==> src/sv/gbns_pkg.sv <==
// Shared types and constants of the go-back-n sender.
package gbns_pkg;

  localparam int SEQ_W  = 16;
  localparam int PAY_W  = 64;
  localparam int MODE_W = 2;
  localparam int TMR_W  = 2;
  localparam int CFG_W  = 4;

  localparam logic [MODE_W-1:0] MODE_SEND    = 2'd0;
  localparam logic [MODE_W-1:0] MODE_ACK     = 2'd1;
  localparam logic [MODE_W-1:0] MODE_TIMEOUT = 2'd2;

  localparam logic [TMR_W-1:0] TMR_NONE    = 2'd0;
  localparam logic [TMR_W-1:0] TMR_START   = 2'd1;
  localparam logic [TMR_W-1:0] TMR_STOP    = 2'd2;
  localparam logic [TMR_W-1:0] TMR_RESTART = 2'd3;

  // register index as seen on paddr[2]
  localparam logic REG_WINDOW_SIZE = 1'b0;
  localparam logic [CFG_W-1:0] WINDOW_SIZE_RST = 4'd8;

  localparam int QUEUE_DEPTH = 2;
  localparam int QPTR_W      = $clog2(QUEUE_DEPTH);

  // command from front to back; for a resend, tx_seq holds the base sequence
  typedef struct packed {
    logic              resend;
    logic              wr_en;
    logic              accepted;
    logic              window_full;
    logic              tx_valid;
    logic [SEQ_W-1:0]  tx_seq;
    logic [PAY_W-1:0]  tx_payload;
    logic [TMR_W-1:0]  timer_cmd;
    logic [SEQ_W-1:0]  timer_seq;
  } gbns_cmd_t;

  typedef struct packed {
    logic              accepted;
    logic              window_full;
    logic              tx_valid;
    logic [SEQ_W-1:0]  tx_seq;
    logic [PAY_W-1:0]  tx_payload;
    logic [TMR_W-1:0]  timer_cmd;
    logic [SEQ_W-1:0]  timer_seq;
    logic              last;
  } gbns_res_t;

endpackage

==> src/sv/go_back_n_sender.sv <==
// Top level of the go-back-n sender: config register, front end, queue, back end.
//
// A send, an ack, a refused send or an ignored item yields one result, one per cycle
// while out_stall is low, through the queue, read stage and output register. A
// timeout with N packets in flight yields N results, one per cycle while out_stall
// is low, oldest first, paced by the single read port of the WINDOW-entry payload
// memory, so such an item holds the back end until all N (up to WINDOW) are read.
// The front end keeps accepting into a two-entry command queue while the back end
// is busy, until that queue is full. Register window_size sits at byte address 0;
// values 0 and above WINDOW act as 1 and WINDOW.
module go_back_n_sender import gbns_pkg::*; #(
  parameter int WINDOW = 8
) (
  input  logic               clk,
  input  logic               rst,
  input  logic               in_valid,
  output logic               in_stall,
  input  logic [MODE_W-1:0]  mode,
  input  logic [PAY_W-1:0]   payload,
  input  logic [SEQ_W-1:0]   ack_num,
  input  logic               ack_ok,
  output logic               out_valid,
  input  logic               out_stall,
  output logic               accepted,
  output logic               window_full,
  output logic               tx_valid,
  output logic [SEQ_W-1:0]   tx_seq,
  output logic [PAY_W-1:0]   tx_payload,
  output logic [TMR_W-1:0]   timer_cmd,
  output logic [SEQ_W-1:0]   timer_seq,
  output logic               last,
  input  logic               psel,
  input  logic               penable,
  input  logic               pwrite,
  input  logic [2:0]         paddr,
  input  logic [31:0]        pwdata,
  output logic [31:0]        prdata,
  output logic               pready
);

  localparam int PTR_W = (WINDOW > 1) ? $clog2(WINDOW) : 1;
  localparam int CNT_W = $clog2(WINDOW + 1);
  localparam int QW    = $bits(gbns_cmd_t) + PTR_W + CNT_W;

  logic [CFG_W-1:0] window_size;

  logic             push, q_full, q_valid, q_pop;
  gbns_cmd_t        push_cmd, q_cmd;
  logic [PTR_W-1:0] push_ptr, q_ptr;
  logic [CNT_W-1:0] push_cnt, q_cnt;
  logic [QW-1:0]    q_data;
  gbns_res_t        res;

  assign pready = 1'b1;
  assign prdata = (paddr[2] == REG_WINDOW_SIZE) ? {28'd0, window_size} : 32'd0;

  always_ff @(posedge clk) begin
    if (rst) begin
      window_size <= WINDOW_SIZE_RST;
    end else if (psel && penable && pwrite && pready && (paddr[2] == REG_WINDOW_SIZE)) begin
      window_size <= pwdata[CFG_W-1:0];
    end
  end

  gbns_front #(.WINDOW(WINDOW)) u_front (
    .clk         (clk),
    .rst         (rst),
    .in_valid    (in_valid),
    .in_stall    (in_stall),
    .mode        (mode),
    .payload     (payload),
    .ack_num     (ack_num),
    .ack_ok      (ack_ok),
    .window_size (window_size),
    .q_full      (q_full),
    .push        (push),
    .push_cmd    (push_cmd),
    .push_ptr    (push_ptr),
    .push_cnt    (push_cnt)
  );

  gbns_fifo #(.WIDTH(QW)) u_fifo (
    .clk       (clk),
    .rst       (rst),
    .push      (push),
    .push_data ({push_cmd, push_ptr, push_cnt}),
    .full      (q_full),
    .pop       (q_pop),
    .valid     (q_valid),
    .data      (q_data)
  );

  assign {q_cmd, q_ptr, q_cnt} = q_data;

  gbns_back #(.WINDOW(WINDOW)) u_back (
    .clk       (clk),
    .rst       (rst),
    .q_valid   (q_valid),
    .q_cmd     (q_cmd),
    .q_ptr     (q_ptr),
    .q_cnt     (q_cnt),
    .q_pop     (q_pop),
    .out_valid (out_valid),
    .out_stall (out_stall),
    .res       (res)
  );

  assign accepted    = res.accepted;
  assign window_full = res.window_full;
  assign tx_valid    = res.tx_valid;
  assign tx_seq      = res.tx_seq;
  assign tx_payload  = res.tx_payload;
  assign timer_cmd   = res.timer_cmd;
  assign timer_seq   = res.timer_seq;
  assign last        = res.last;

endmodule

==> src/sv/gbns_front.sv <==
// Front end: accepts items, keeps window state, issues commands to the back end.
module gbns_front import gbns_pkg::*; #(
  parameter int WINDOW = 8
) (
  input  logic                clk,
  input  logic                rst,
  input  logic                in_valid,
  output logic                in_stall,
  input  logic [MODE_W-1:0]   mode,
  input  logic [PAY_W-1:0]    payload,
  input  logic [SEQ_W-1:0]    ack_num,
  input  logic                ack_ok,
  input  logic [CFG_W-1:0]    window_size,
  input  logic                q_full,
  output logic                push,
  output gbns_cmd_t           push_cmd,
  output logic [((WINDOW > 1) ? $clog2(WINDOW) : 1)-1:0] push_ptr,
  output logic [$clog2(WINDOW+1)-1:0] push_cnt
);

  localparam int PTR_W = (WINDOW > 1) ? $clog2(WINDOW) : 1;
  localparam int CNT_W = $clog2(WINDOW + 1);
  localparam int SUM_W = CNT_W + 1;

  logic [SEQ_W-1:0] base_seq, base_seq_next;
  logic [SEQ_W-1:0] next_seq, next_seq_next;
  logic [CNT_W-1:0] buf_count, buf_count_next;
  logic [PTR_W-1:0] head, head_next;

  logic [7:0]       ws_ext;
  logic [CNT_W-1:0] w_eff;
  logic [SEQ_W-1:0] off;
  logic             ack_hit;
  logic [CNT_W-1:0] slide;
  logic [SUM_W-1:0] slid_sum, tail_sum;
  logic [PTR_W-1:0] head_slid, tail_idx;
  logic             accept;

  assign in_stall = q_full;
  assign accept   = in_valid && !q_full;
  assign push     = accept;

  always_comb begin
    ws_ext = {4'd0, window_size};
    if (ws_ext == 8'd0) begin
      w_eff = CNT_W'(1);
    end else if (ws_ext > 8'(WINDOW)) begin
      w_eff = CNT_W'(WINDOW);
    end else begin
      w_eff = CNT_W'(ws_ext);
    end
  end

  assign off     = ack_num - base_seq;
  assign ack_hit = ack_ok && (buf_count != '0) && (off < SEQ_W'(buf_count));
  assign slide   = CNT_W'(off) + CNT_W'(1);

  assign slid_sum  = SUM_W'(head) + SUM_W'(slide);
  assign head_slid = (slid_sum >= SUM_W'(WINDOW)) ? PTR_W'(slid_sum - SUM_W'(WINDOW))
                                                  : PTR_W'(slid_sum);
  assign tail_sum  = SUM_W'(head) + SUM_W'(buf_count);
  assign tail_idx  = (tail_sum >= SUM_W'(WINDOW)) ? PTR_W'(tail_sum - SUM_W'(WINDOW))
                                                  : PTR_W'(tail_sum);

  always_comb begin
    base_seq_next  = base_seq;
    next_seq_next  = next_seq;
    buf_count_next = buf_count;
    head_next      = head;
    push_cmd       = '0;
    push_ptr       = head;
    push_cnt       = buf_count;
    case (mode)
      MODE_SEND: begin
        if (buf_count < w_eff) begin
          push_cmd.accepted   = 1'b1;
          push_cmd.tx_valid   = 1'b1;
          push_cmd.wr_en      = 1'b1;
          push_cmd.tx_seq     = next_seq;
          push_cmd.tx_payload = payload;
          if (buf_count == '0) begin
            push_cmd.timer_cmd = TMR_START;
            push_cmd.timer_seq = next_seq;
          end
          push_ptr       = tail_idx;
          buf_count_next = buf_count + CNT_W'(1);
          next_seq_next  = next_seq + SEQ_W'(1);
        end
      end
      MODE_ACK: begin
        if (ack_hit) begin
          buf_count_next = buf_count - slide;
          base_seq_next  = ack_num + SEQ_W'(1);
          head_next      = head_slid;
          if (buf_count == slide) begin
            push_cmd.timer_cmd = TMR_STOP;
            push_cmd.timer_seq = base_seq;
          end else begin
            push_cmd.timer_cmd = TMR_RESTART;
            push_cmd.timer_seq = ack_num + SEQ_W'(1);
          end
        end
      end
      MODE_TIMEOUT: begin
        if (buf_count != '0) begin
          push_cmd.resend = 1'b1;
          push_cmd.tx_seq = base_seq;
        end
      end
      default: begin
      end
    endcase
    push_cmd.window_full = (buf_count_next >= w_eff);
  end

  always_ff @(posedge clk) begin
    if (rst) begin
      base_seq  <= SEQ_W'(1);
      next_seq  <= SEQ_W'(1);
      buf_count <= '0;
      head      <= '0;
    end else if (accept) begin
      base_seq  <= base_seq_next;
      next_seq  <= next_seq_next;
      buf_count <= buf_count_next;
      head      <= head_next;
    end
  end

endmodule

==> src/sv/gbns_fifo.sv <==
// Short command queue between front and back end.
module gbns_fifo import gbns_pkg::*; #(
  parameter int WIDTH = 8
) (
  input  logic             clk,
  input  logic             rst,
  input  logic             push,
  input  logic [WIDTH-1:0] push_data,
  output logic             full,
  input  logic             pop,
  output logic             valid,
  output logic [WIDTH-1:0] data
);

  logic [WIDTH-1:0]  slots [QUEUE_DEPTH];
  logic [QPTR_W-1:0] wr_ptr, rd_ptr;
  logic [QPTR_W:0]   fill;

  assign full  = (fill == (QPTR_W+1)'(QUEUE_DEPTH));
  assign valid = (fill != '0);
  assign data  = slots[rd_ptr];

  always_ff @(posedge clk) begin
    if (push) begin
      slots[wr_ptr] <= push_data;
    end
  end

  always_ff @(posedge clk) begin
    if (rst) begin
      wr_ptr <= '0;
      rd_ptr <= '0;
      fill   <= '0;
    end else begin
      if (push) begin
        wr_ptr <= wr_ptr + QPTR_W'(1);
      end
      if (pop) begin
        rd_ptr <= rd_ptr + QPTR_W'(1);
      end
      if (push && !pop) begin
        fill <= fill + (QPTR_W+1)'(1);
      end else if (pop && !push) begin
        fill <= fill - (QPTR_W+1)'(1);
      end
    end
  end

endmodule

==> src/sv/gbns_back.sv <==
// Back end: payload memory, retransmit sequencing and result output register.
module gbns_back import gbns_pkg::*; #(
  parameter int WINDOW = 8
) (
  input  logic       clk,
  input  logic       rst,
  input  logic       q_valid,
  input  gbns_cmd_t  q_cmd,
  input  logic [((WINDOW > 1) ? $clog2(WINDOW) : 1)-1:0] q_ptr,
  input  logic [$clog2(WINDOW+1)-1:0] q_cnt,
  output logic       q_pop,
  output logic       out_valid,
  input  logic       out_stall,
  output gbns_res_t  res
);

  localparam int PTR_W = (WINDOW > 1) ? $clog2(WINDOW) : 1;
  localparam int CNT_W = $clog2(WINDOW + 1);
  localparam int SUM_W = CNT_W + 1;

  logic [PAY_W-1:0] mem [WINDOW];
  logic [PAY_W-1:0] mem_q;

  logic [CNT_W-1:0] idx;
  logic [CNT_W-1:0] idx_inc;
  logic             last_pkt;
  logic [SUM_W-1:0] rd_sum;
  logic [PTR_W-1:0] raddr;

  logic       rd_valid;
  logic       rd_mem;
  gbns_res_t  rd;
  gbns_res_t  rd_issue;
  gbns_res_t  rd_out;

  logic out_free, rd_move, issue;

  assign out_free = !out_valid || !out_stall;
  assign rd_move  = rd_valid && out_free;
  assign issue    = q_valid && (!rd_valid || rd_move);

  assign idx_inc  = idx + CNT_W'(1);
  assign last_pkt = (idx_inc == q_cnt);
  assign q_pop    = issue && (!q_cmd.resend || last_pkt);

  assign rd_sum = SUM_W'(q_ptr) + SUM_W'(idx);
  assign raddr  = (rd_sum >= SUM_W'(WINDOW)) ? PTR_W'(rd_sum - SUM_W'(WINDOW))
                                             : PTR_W'(rd_sum);

  always_comb begin
    rd_issue             = '0;
    rd_issue.window_full = q_cmd.window_full;
    if (q_cmd.resend) begin
      rd_issue.tx_valid = 1'b1;
      rd_issue.tx_seq   = q_cmd.tx_seq + SEQ_W'(idx);
      if (idx == '0) begin
        rd_issue.timer_cmd = TMR_RESTART;
        rd_issue.timer_seq = q_cmd.tx_seq;
      end
      rd_issue.last = last_pkt;
    end else begin
      rd_issue.accepted   = q_cmd.accepted;
      rd_issue.tx_valid   = q_cmd.tx_valid;
      rd_issue.tx_seq     = q_cmd.tx_seq;
      rd_issue.tx_payload = q_cmd.tx_payload;
      rd_issue.timer_cmd  = q_cmd.timer_cmd;
      rd_issue.timer_seq  = q_cmd.timer_seq;
      rd_issue.last       = 1'b1;
    end
  end

  always_comb begin
    rd_out = rd;
    if (rd_mem) begin
      rd_out.tx_payload = mem_q;
    end
  end

  always_ff @(posedge clk) begin
    if (issue && q_cmd.wr_en) begin
      mem[q_ptr] <= q_cmd.tx_payload;
    end
    if (issue && q_cmd.resend) begin
      mem_q <= mem[raddr];
    end
  end

  always_ff @(posedge clk) begin
    if (issue) begin
      rd     <= rd_issue;
      rd_mem <= q_cmd.resend;
    end
    if (out_free && rd_valid) begin
      res <= rd_out;
    end
  end

  always_ff @(posedge clk) begin
    if (rst) begin
      idx       <= '0;
      rd_valid  <= 1'b0;
      out_valid <= 1'b0;
    end else begin
      if (issue && q_cmd.resend) begin
        idx <= last_pkt ? '0 : idx_inc;
      end
      if (issue) begin
        rd_valid <= 1'b1;
      end else if (rd_move) begin
        rd_valid <= 1'b0;
      end
      if (out_free) begin
        out_valid <= rd_valid;
      end
    end
  end

endmodule

==> config.mk <==
export PLATFORM = sky130hd
export DESIGN_NAME = go_back_n_sender
export DESIGN_NICKNAME = d
export VERILOG_FILES = /design/src/sv/gbns_pkg.sv /design/src/sv/go_back_n_sender.sv /design/src/sv/gbns_front.sv /design/src/sv/gbns_fifo.sv /design/src/sv/gbns_back.sv
export SDC_FILE = /design/constraint.sdc
export NUM_CORES = 1
export LEC_CHECK = 0
export BUFFER_PORTS_ARGS = -buffer_cell sky130_fd_sc_hd__buf_2
export CELL_PAD_IN_SITES_DETAIL_PLACEMENT = 0
export CELL_PAD_IN_SITES_GLOBAL_PLACEMENT = 1
export CORE_MARGIN = 5
export CORE_UTILIZATION = 50
export CTS_CLUSTER_DIAMETER = 60
export DETAILED_ROUTE_END_ITERATION = 7
export PLACE_DENSITY_LB_ADDON = 0.25
export RECOVER_POWER = 50
export SYNTH_ARGS = -nofsm -noshare
export SYNTH_HDL_FRONTEND = slang
export SYNTH_HIERARCHICAL = 1
export SYNTH_SLANG_ARGS = --single-unit
==> constraint.sdc <==
create_clock -name clk -period 11.6 [get_ports clk]
set_clock_uncertainty 0.2 [all_clocks]
set_input_delay 2.32 -clock clk [delete_from_list [all_inputs] [get_ports clk]]
set_output_delay 2.32 -clock clk [all_outputs]
set_load 0.01 [all_outputs]
==> results of run 1 <==
==> worst max-delay path, delay by kind of cell (launching register included) <==
kind	cells	cell delay, ns
adder cells (fa/ha/maj)	1	0.26
buffers and inverters	3	3.89
AO/OA/AOI/OAI	2	0.45
AND/OR/NAND/NOR	1	0.35
multiplexers	1	0.91
flip-flops	1	2.08
==> area by class of cell <==
type / count / area (um2) / share of cell area (%)
Antenna cell: 1 / 2.502 / 0.005173
Tap cell: 1144 / 1431 / 2.959
Clock buffer: 122 / 2776 / 5.739
Multi-Input combinational cell: 1738 / 10870 / 22.48
Timing Repair Buffer: 236 / 1114 / 2.302
Clock inverter: 81 / 869.6 / 1.798
Inverter: 44 / 167.7 / 0.3466
Sequential cell: 1055 / 31140 / 64.37
==> cells in the mapped netlist, types with 3 or more instances <==
cell type     n  area (um2)
edfxtp_1   1001       30060
nand2_1     563        2113
nand3_1     289        1446
mux2_2      178        2004
nor2b_1      74       462.9
and2_1       72       450.4
and4_1       69       604.3
clkbuf_1     68       255.2
dfxtp_1      54        1081
buf_4        52       390.4
nor2_1       50       187.7
ha_1         44       550.5
a21oi_1      42       210.2
buf_6        42       473.0
inv_1        42       157.7
xnor2_1      39       341.6
o21ai_0      37       185.2
a22o_1       32       280.3
nor3_1       27       135.1
xor2_1       26       227.7
mux2i_1      22       220.2
a211oi_1     17       127.6
buf_2        16       80.08
and3_1       15       93.84
nand2b_1     15       93.84
a21o_1       12       90.09
nand4_1      11       68.82
fa_1          6       120.1
o211ai_1      6       45.04
and2b_2       5       43.79
buf_1         5       18.77
nor4_1        5       31.28
o21a_1        5       37.54
or2_2         4       25.02
nor4_2        3       37.54
o21bai_1      3       22.52
xnor3_1       3       67.56
==> worst paths after layout <==
| kind | from | to | slack [ns] | depth (start not counted) |
|---|---|---|---|---|
| worst max register to register | flop | u_fifo/fill[1] | 3.27 | 8 |
| worst min register to register | u_back/rd[93] | u_back/res[93] | 0.21 | 0 |
| worst max-delay path | flop | u_fifo/fill[1] | 3.27 | 8 |
| worst min-delay path | u_back/rd[93] | u_back/res[93] | 0.21 | 0 |
==> power breakdown <==
| part | internal (uW) | switching, uW | total, uW |
|---|---|---|---|
| Clock | 2050 | 1450 | 3490 |
| Sequential | 5300 | 196 | 5490 |
| Combinational | 896 | 2020 | 2910 |
| Total | 8240 | 3660 | 11900 |
==> cells by family after synthesis <==
logic type      count (synthesis)  share of synthesized area [%]
xor+xnor                       69                          1.532
simple gates                 1214                          13.66
buf+inv                       227                          3.201
other cells                     2                        0.01739
fa+ha+maj                      50                          1.553
mux                           200                          5.150
flops                        1055                          72.09
compound gates                176                          2.792
==> routing by layer <==
layer	GRT usage, %	vias to the layer above
met5	0	-
met4	4.965	2
met3	3.222	115
met2	34.47	716
met1	27.99	12222
li1	-	11310
==> through the flow <==
stage          instance area [um2]  std cells  setup WS [ns]  utilization (%)
6_report                     48370       4421          3.272            56.63
5_1_grt                      48370       4420          2.664            56.63
4_1_cts                      48570       4420          5.491            56.86
3_5_place_dp                 44920       4217          4.781            52.59
3_3_place_gp                 44920       4217          4.846            52.59
2_1_floorplan                43300       3020         0.9723                -
==> sequential cells by signal (all words and copies together) (netlist names), named ones only <==
signal            count
u_back/idx            4
u_back/mem          512
u_back/mem_q         64
u_back/out_valid      1
u_back/rd           102
u_back/rd_mem         1
u_back/rd_valid       1
u_back/res          102
u_fifo/fill           2
u_fifo/rd_ptr         1
u_fifo/slots        220
u_fifo/wr_ptr         1
u_front/base_seq     16
u_front/head          3
u_front/next_seq     16
u_front/push_cnt      4
window_size           4
==> cell usage in the layout (no fill, tap or decap), types with 39 or more instances in the layout <==
cell and count:
a21oi_1 42, and4_1 69, buf_2 97, clkbuf_1 127, clkbuf_16 109, dfxtp_1 54, edfxtp_1 1001, ha_1 44
inv_1 41, mux2_1 91, mux2_2 86, nand2_1 563, nand3_1 289, nor2_1 44, nor2b_1 71, xnor2_1 39
==> summary.txt, run 1 <==
STA
  • Final-report hold violation count: 0
  • Max-slew headroom: -191.2%
  • Max Slew Vio Count: between 500 and 600
  • Max frequency: 120.1 MHz
  • Setup TNS: 0 ns
  • Setup-failing EPs final: 0
  • RSZ-0062 raised after global routing: false
  • Fin crit share: approximately 72%
  • Worst-case hold slack: roughly 0.21 ns
  • Period minus WS final: 8.328 ns
  • Slew @ Worst Pin: 4.368 ns

Global routing
  • Initial antenna violation count: 1
  • Gr usage total: roughly a fifth
  • First-pass GRT wire length: around 150000 um
  • Vias in the first global route: 24996
  • Largest net degree at the start of global routing: ~260
  • Grt ovf: 0

Routing
  • Routed WL: about 96000 um
  • Top layer in use: met5
  • Met3 wire length: a little under 6000 um
  • Vias: 24365
  • Initial DRC count: 1816
  • Antenna Nets Post-Route: 0
  • Drt first pass iters: 5
  • Via-per-instance ratio: 5.511
  • Met1 WL: 41280 um
  • Met2 Wirelength: 47050 um
  • DRC violations left: 0
  • WL per Instance: roughly 22 um

Placed design
  • HPWL after DPL: roughly 53000 um
  • Number of port buffers: 202
  • Gpl congestion: 0.7851

Clock tree
  • Post-CTS Hold Fix Bufs: 0
  • CTS tree: yes
  • Skew-Pair Late Insertion Delay: between 0.6 and 0.7 ns
  • Num CTS Buffers: 108
  • Clock Tree Root: clkbuf_16
  • CTS clock-pin slew for the worst setup and hold paths: 0.06 ns
  • H-tree depth: 3
  • # clock sinks: 1055
  • Post_cts resized: 0
  • Postcts setup bufs: 0
  • Clk buf depth: 3

Setup path
  • Worst EP arrival: between 8 and 9 ns
  • CP startpoint kind: flop
  • Slowest CP cell: clkbuf_1
  • Worst Path Class, Setup: reg2reg
  • CP max stage delay: ~3 ns
  • Critical path peak fanout: 69
  • Worst setup EP type: flop
  • CP cell instances: clkbuf_1 > mux2_4 > buf_4 > a21boi_0 > inv_1 > ha_1 > or3_1 > a21oi_1
  • Required time of the critical path: about 12 ns

Pwr
  • Total power: 11900 uW
  • Peak supply drop: 0.3400 mV
  • Pwr per Cell Area: between 200 and 250 nW/um2
  • P_leak: approximately 0.017 uW

Synth
  • Register area share after synthesis: ~72%
  • Synth warnings: 6
  • Post-Synthesis Cells: 2993
  • Async S/R FF share, synth: 0%
  • Top FF cell, synth: edfxtp_1
  • Yosys cell types: 69
  • Cell Area, Synth: 43190 um2
  • Synth Register Bits: between 1000 and 1500
  • Avg Cell Area, Syn: roughly 14 um2
  • Post-synth EDFFs: approximately 1000

Run status
  • Status: complete, but fails checks
  • Failing checks: capacitance limit, slew limit

Die
  • # rows: approximately 110
  • Die Width: roughly 300 um
  • Top Ports: between 200 and 300
  • Core ar.: 85410 um2
  • Die H: around 300 um
  • Initial Util: about half
  • Die Area: ~92000 um2

Hold path
  • Hold WC Path Type: reg2reg

Cells and area
  • Layout area overhead: 11.99%
  • Fraction of layout cells with a size suffix above 1: 12.64%
  • Fillers: 6819
  • Nets: around 3400

Job
  • # Max-Cap Violations: 13
No activity file was read; power rests on OpenSTA's default activity.
==> inputs of run 2 (changes only) <==
- clock period: 11.6 -> 7.9 ns (I/O delays scaled with it)
==> summary.txt, run 2 (synthesis gave the netlist of run 1 again) <==
Setup path
  • Required time of the critical path: 8.01 ns (was 11.97 ns)
  • CP max stage delay: 1.77 ns (was 2.99 ns)
  • Worst Path Class, Setup: reg2reg (unchanged)
  • CP cell instances: mux2_1 > nand3_1 > clkinvlp_2 > buf_4 (was clkbuf_1 > mux2_4 > buf_4 > a21boi_0 > inv_1 > ha_1 > or3_1 > a21oi_1)
  • CP startpoint kind: flop (unchanged)
  • Flop2flop setup slack: 1.96 ns (was 3.27 ns)
  • Worst EP arrival: 6.04 ns (was 8.70 ns)
  • Critical path peak fanout: 35 (was 69)
  • Worst setup EP type: flop (unchanged)
  • Slowest CP cell: clkinvlp_2 (was clkbuf_1)

Cells and area
  • Most flop-heavy register: u_back/mem (unchanged)
  • Most frequent cells in the layout: 1001 x edfxtp_1, 563 x nand2_1, 289 x nand3_1 (unchanged)
  • Max FFs per register: 512 (unchanged)
  • Nets: 3367 (was 3358)
  • Commonest non-fill, non-tap cell in the layout: edfxtp_1 (unchanged)
  • Layout area overhead: 11.88% (was 11.99%)
  • Leading registers by flop count: u_back/mem: 512 flops, u_fifo/slots: 220 flops (unchanged)
  • Fraction of layout cells with a size suffix above 1: 12.56% (was 12.64%)
  • Area of the multi-input gates: 10880 um2 (was 10870 um2)
  • Finished Layout Cells: 4427 (was 4421)
  • Register area: 31140 um2 (unchanged)
  • Fillers: 6893 (was 6819)

STA
  • Setup-failing EPs final: 0 (unchanged)
  • Final-report hold violation count: 0 (unchanged)
  • Worst-case hold slack: 0.2173 ns (was 0.2128 ns)
  • Fin crit share: 75.13% (was 71.79%)
  • Setup TNS: 0 ns (unchanged)
  • RSZ-0062 raised after global routing: false (unchanged)
  • Period minus WS final: 5.936 ns (was 8.328 ns)
  • Max frequency: 168.5 MHz (was 120.1 MHz)
  • Slew @ Worst Pin: 3.856 ns (was 4.368 ns)
  • Max-slew headroom: -157.0% (was -191.2%)
  • Max Slew Vio Count: 328 (was 529)

Clock tree
  • CTS tree: yes (unchanged)
  • Postcts setup bufs: 0 (unchanged)
  • Post-CTS Hold Fix Bufs: 0 (unchanged)
  • Num CTS Buffers: 110 (was 108)
  • Skew-Pair Late Insertion Delay: 0.66 ns (was 0.68 ns)
  • Post_cts resized: 0 (unchanged)
  • Clk buf depth: 3 (unchanged)
  • CTS clock-pin slew for the worst setup and hold paths: 0.06 ns (about the same)
  • H-tree depth: 3 (unchanged)
  • Clock Tree Root: clkbuf_16 (unchanged)
  • # clock sinks: 1055 (unchanged)

Job
  • # Max-Cap Violations: 8 (was 13)

Global routing
  • First-pass GRT wire length: 146900 um (was 147500 um)
  • Largest net degree at the start of global routing: 157 (was 257)
  • Initial antenna violation count: 5 (was 1)
  • Vias in the first global route: 24944 (was 24996)
  • Gr usage total: 20.34% (was 20.35%)
  • Grt ovf: 0 (unchanged)

Routing
  • Vias: 24384 (was 24365)
  • Routed WL: 96450 um (was 95780 um)
  • Antenna Nets Post-Route: 0 (unchanged)
  • Drt first pass iters: 5 (unchanged)
  • Initial DRC count: 1744 (was 1816)
  • DRC violations left: 0 (unchanged)
  • Via-per-instance ratio: 5.508 (was 5.511)
  • WL per Instance: 21.79 um (was 21.66 um)

Pwr
  • Clock network fraction of design power: 28.8% (was 29.4%)
  • Net Sw Frac: 30.70% (was 30.75%)
  • Switch Pwr: 5303 uW (was 3660 uW)
  • Pwr per Cell Area: 357.5 nW/um2 (was 246.0 nW/um2)
  • Peak supply drop: 0.3028 mV (was 0.3400 mV)
  • Reg power frac: 46.5% (was 46.2%)
  • Gate power share: 24.7% (was 24.5%)
  • Internal cell power: 11970 uW (was 8241 uW)
  • P_leak: 0.01664 uW (was 0.01667 uW)
  • Total power: 17280 uW (was 11900 uW)

Die
  • Die Area: 92370 um2 (unchanged)
  • Top Ports: 262 (unchanged)
  • Die Width: 303.9 um (unchanged)
  • Die H: 303.9 um (unchanged)
  • Core ar.: 85410 um2 (unchanged)
  • Initial Util: 50.57% (unchanged)
  • # rows: 107 (unchanged)

Placed design
  • Gpl congestion: 0.7990 (was 0.7851)
  • Placed instance count: 4224 (was 4217)
  • Number of port buffers: 202 (unchanged)
  • HPWL after DPL: 53170 um (was 52570 um)

Hold path
  • Hold WC Path Type: reg2reg (unchanged)

Run status
  • Failing checks: capacitance limit, slew limit (unchanged)
  • Status: complete, but fails checks (unchanged)
[run 2: cell types whose count changed in the layout (fill, tap and decap cells not counted), moves of 4 or more]
cell	change
buf_4	+8
clkinv_8	-5
bufinv_16	-4
clkinv_2	-5
[run 2: through the flow]
stage / worst slack, ns / utilization, % / cell area [um2]
after global placement: 1.750 / 52.68 / 45000
after global routing: 1.692 / 56.58 / 48320
final: 1.964 / 56.58 / 48330
after floorplan: -0.2231 / - / 43310
after CTS: 2.476 / 56.80 / 48510
after detailed placement: 1.801 / 52.68 / 45000
[run 2: worst max-delay path, delay by kind of cell, from the launching register on]
family,cells,cell delay [ns]
flip-flops,1,1.34
AND/OR/NAND/NOR,1,0.43
multiplexers,1,0.82
buffers and inverters,2,2.76
[run 2: cell type report]
class | count | area share [%]
multi-input cells | 1738 | 22.52
inverters | 44 | 0.3443
repair buffers | 243 | 2.454
clock inverters | 71 | 1.336
clock buffers | 130 | 5.939
flip-flops and latches | 1055 | 64.44
diodes | 2 | 0.01036
well taps | 1144 | 2.962
[run 2: metal layers]
| layer | up-vias | GRT usage, % | wire, um |
|---|---|---|---|
| met1 | 12166 | 27.04 | 40460 |
| li1 | 11328 | - | - |
| met5 | - | 0 | 12 |
| met2 | 729 | 34.65 | 47490 |
| met3 | 159 | 3.890 | 6142 |
| met4 | 2 | 5.605 | 2349 |
[run 2: worst paths after layout]
check	from	endpoint	cells after the start
max	flop	u_back/mem_q[44]	4
min	u_back/rd[86]	u_back/res[86]	0
max reg2reg	flop	u_back/mem_q[44]	4
min reg2reg	u_back/rd[86]	u_back/res[86]	0
[run 2: power groups by stage]
stage / logic (uW) / clock network, uW / registers [uW]
after floorplan: 3010 / 0 / 8180
after global placement: 4310 / 0 / 8100
after detailed placement: 4420 / 0 / 8140
after CTS: 4440 / 5090 / 8020
after global routing: 4690 / 5320 / 8110
final: 4270 / 4970 / 8030
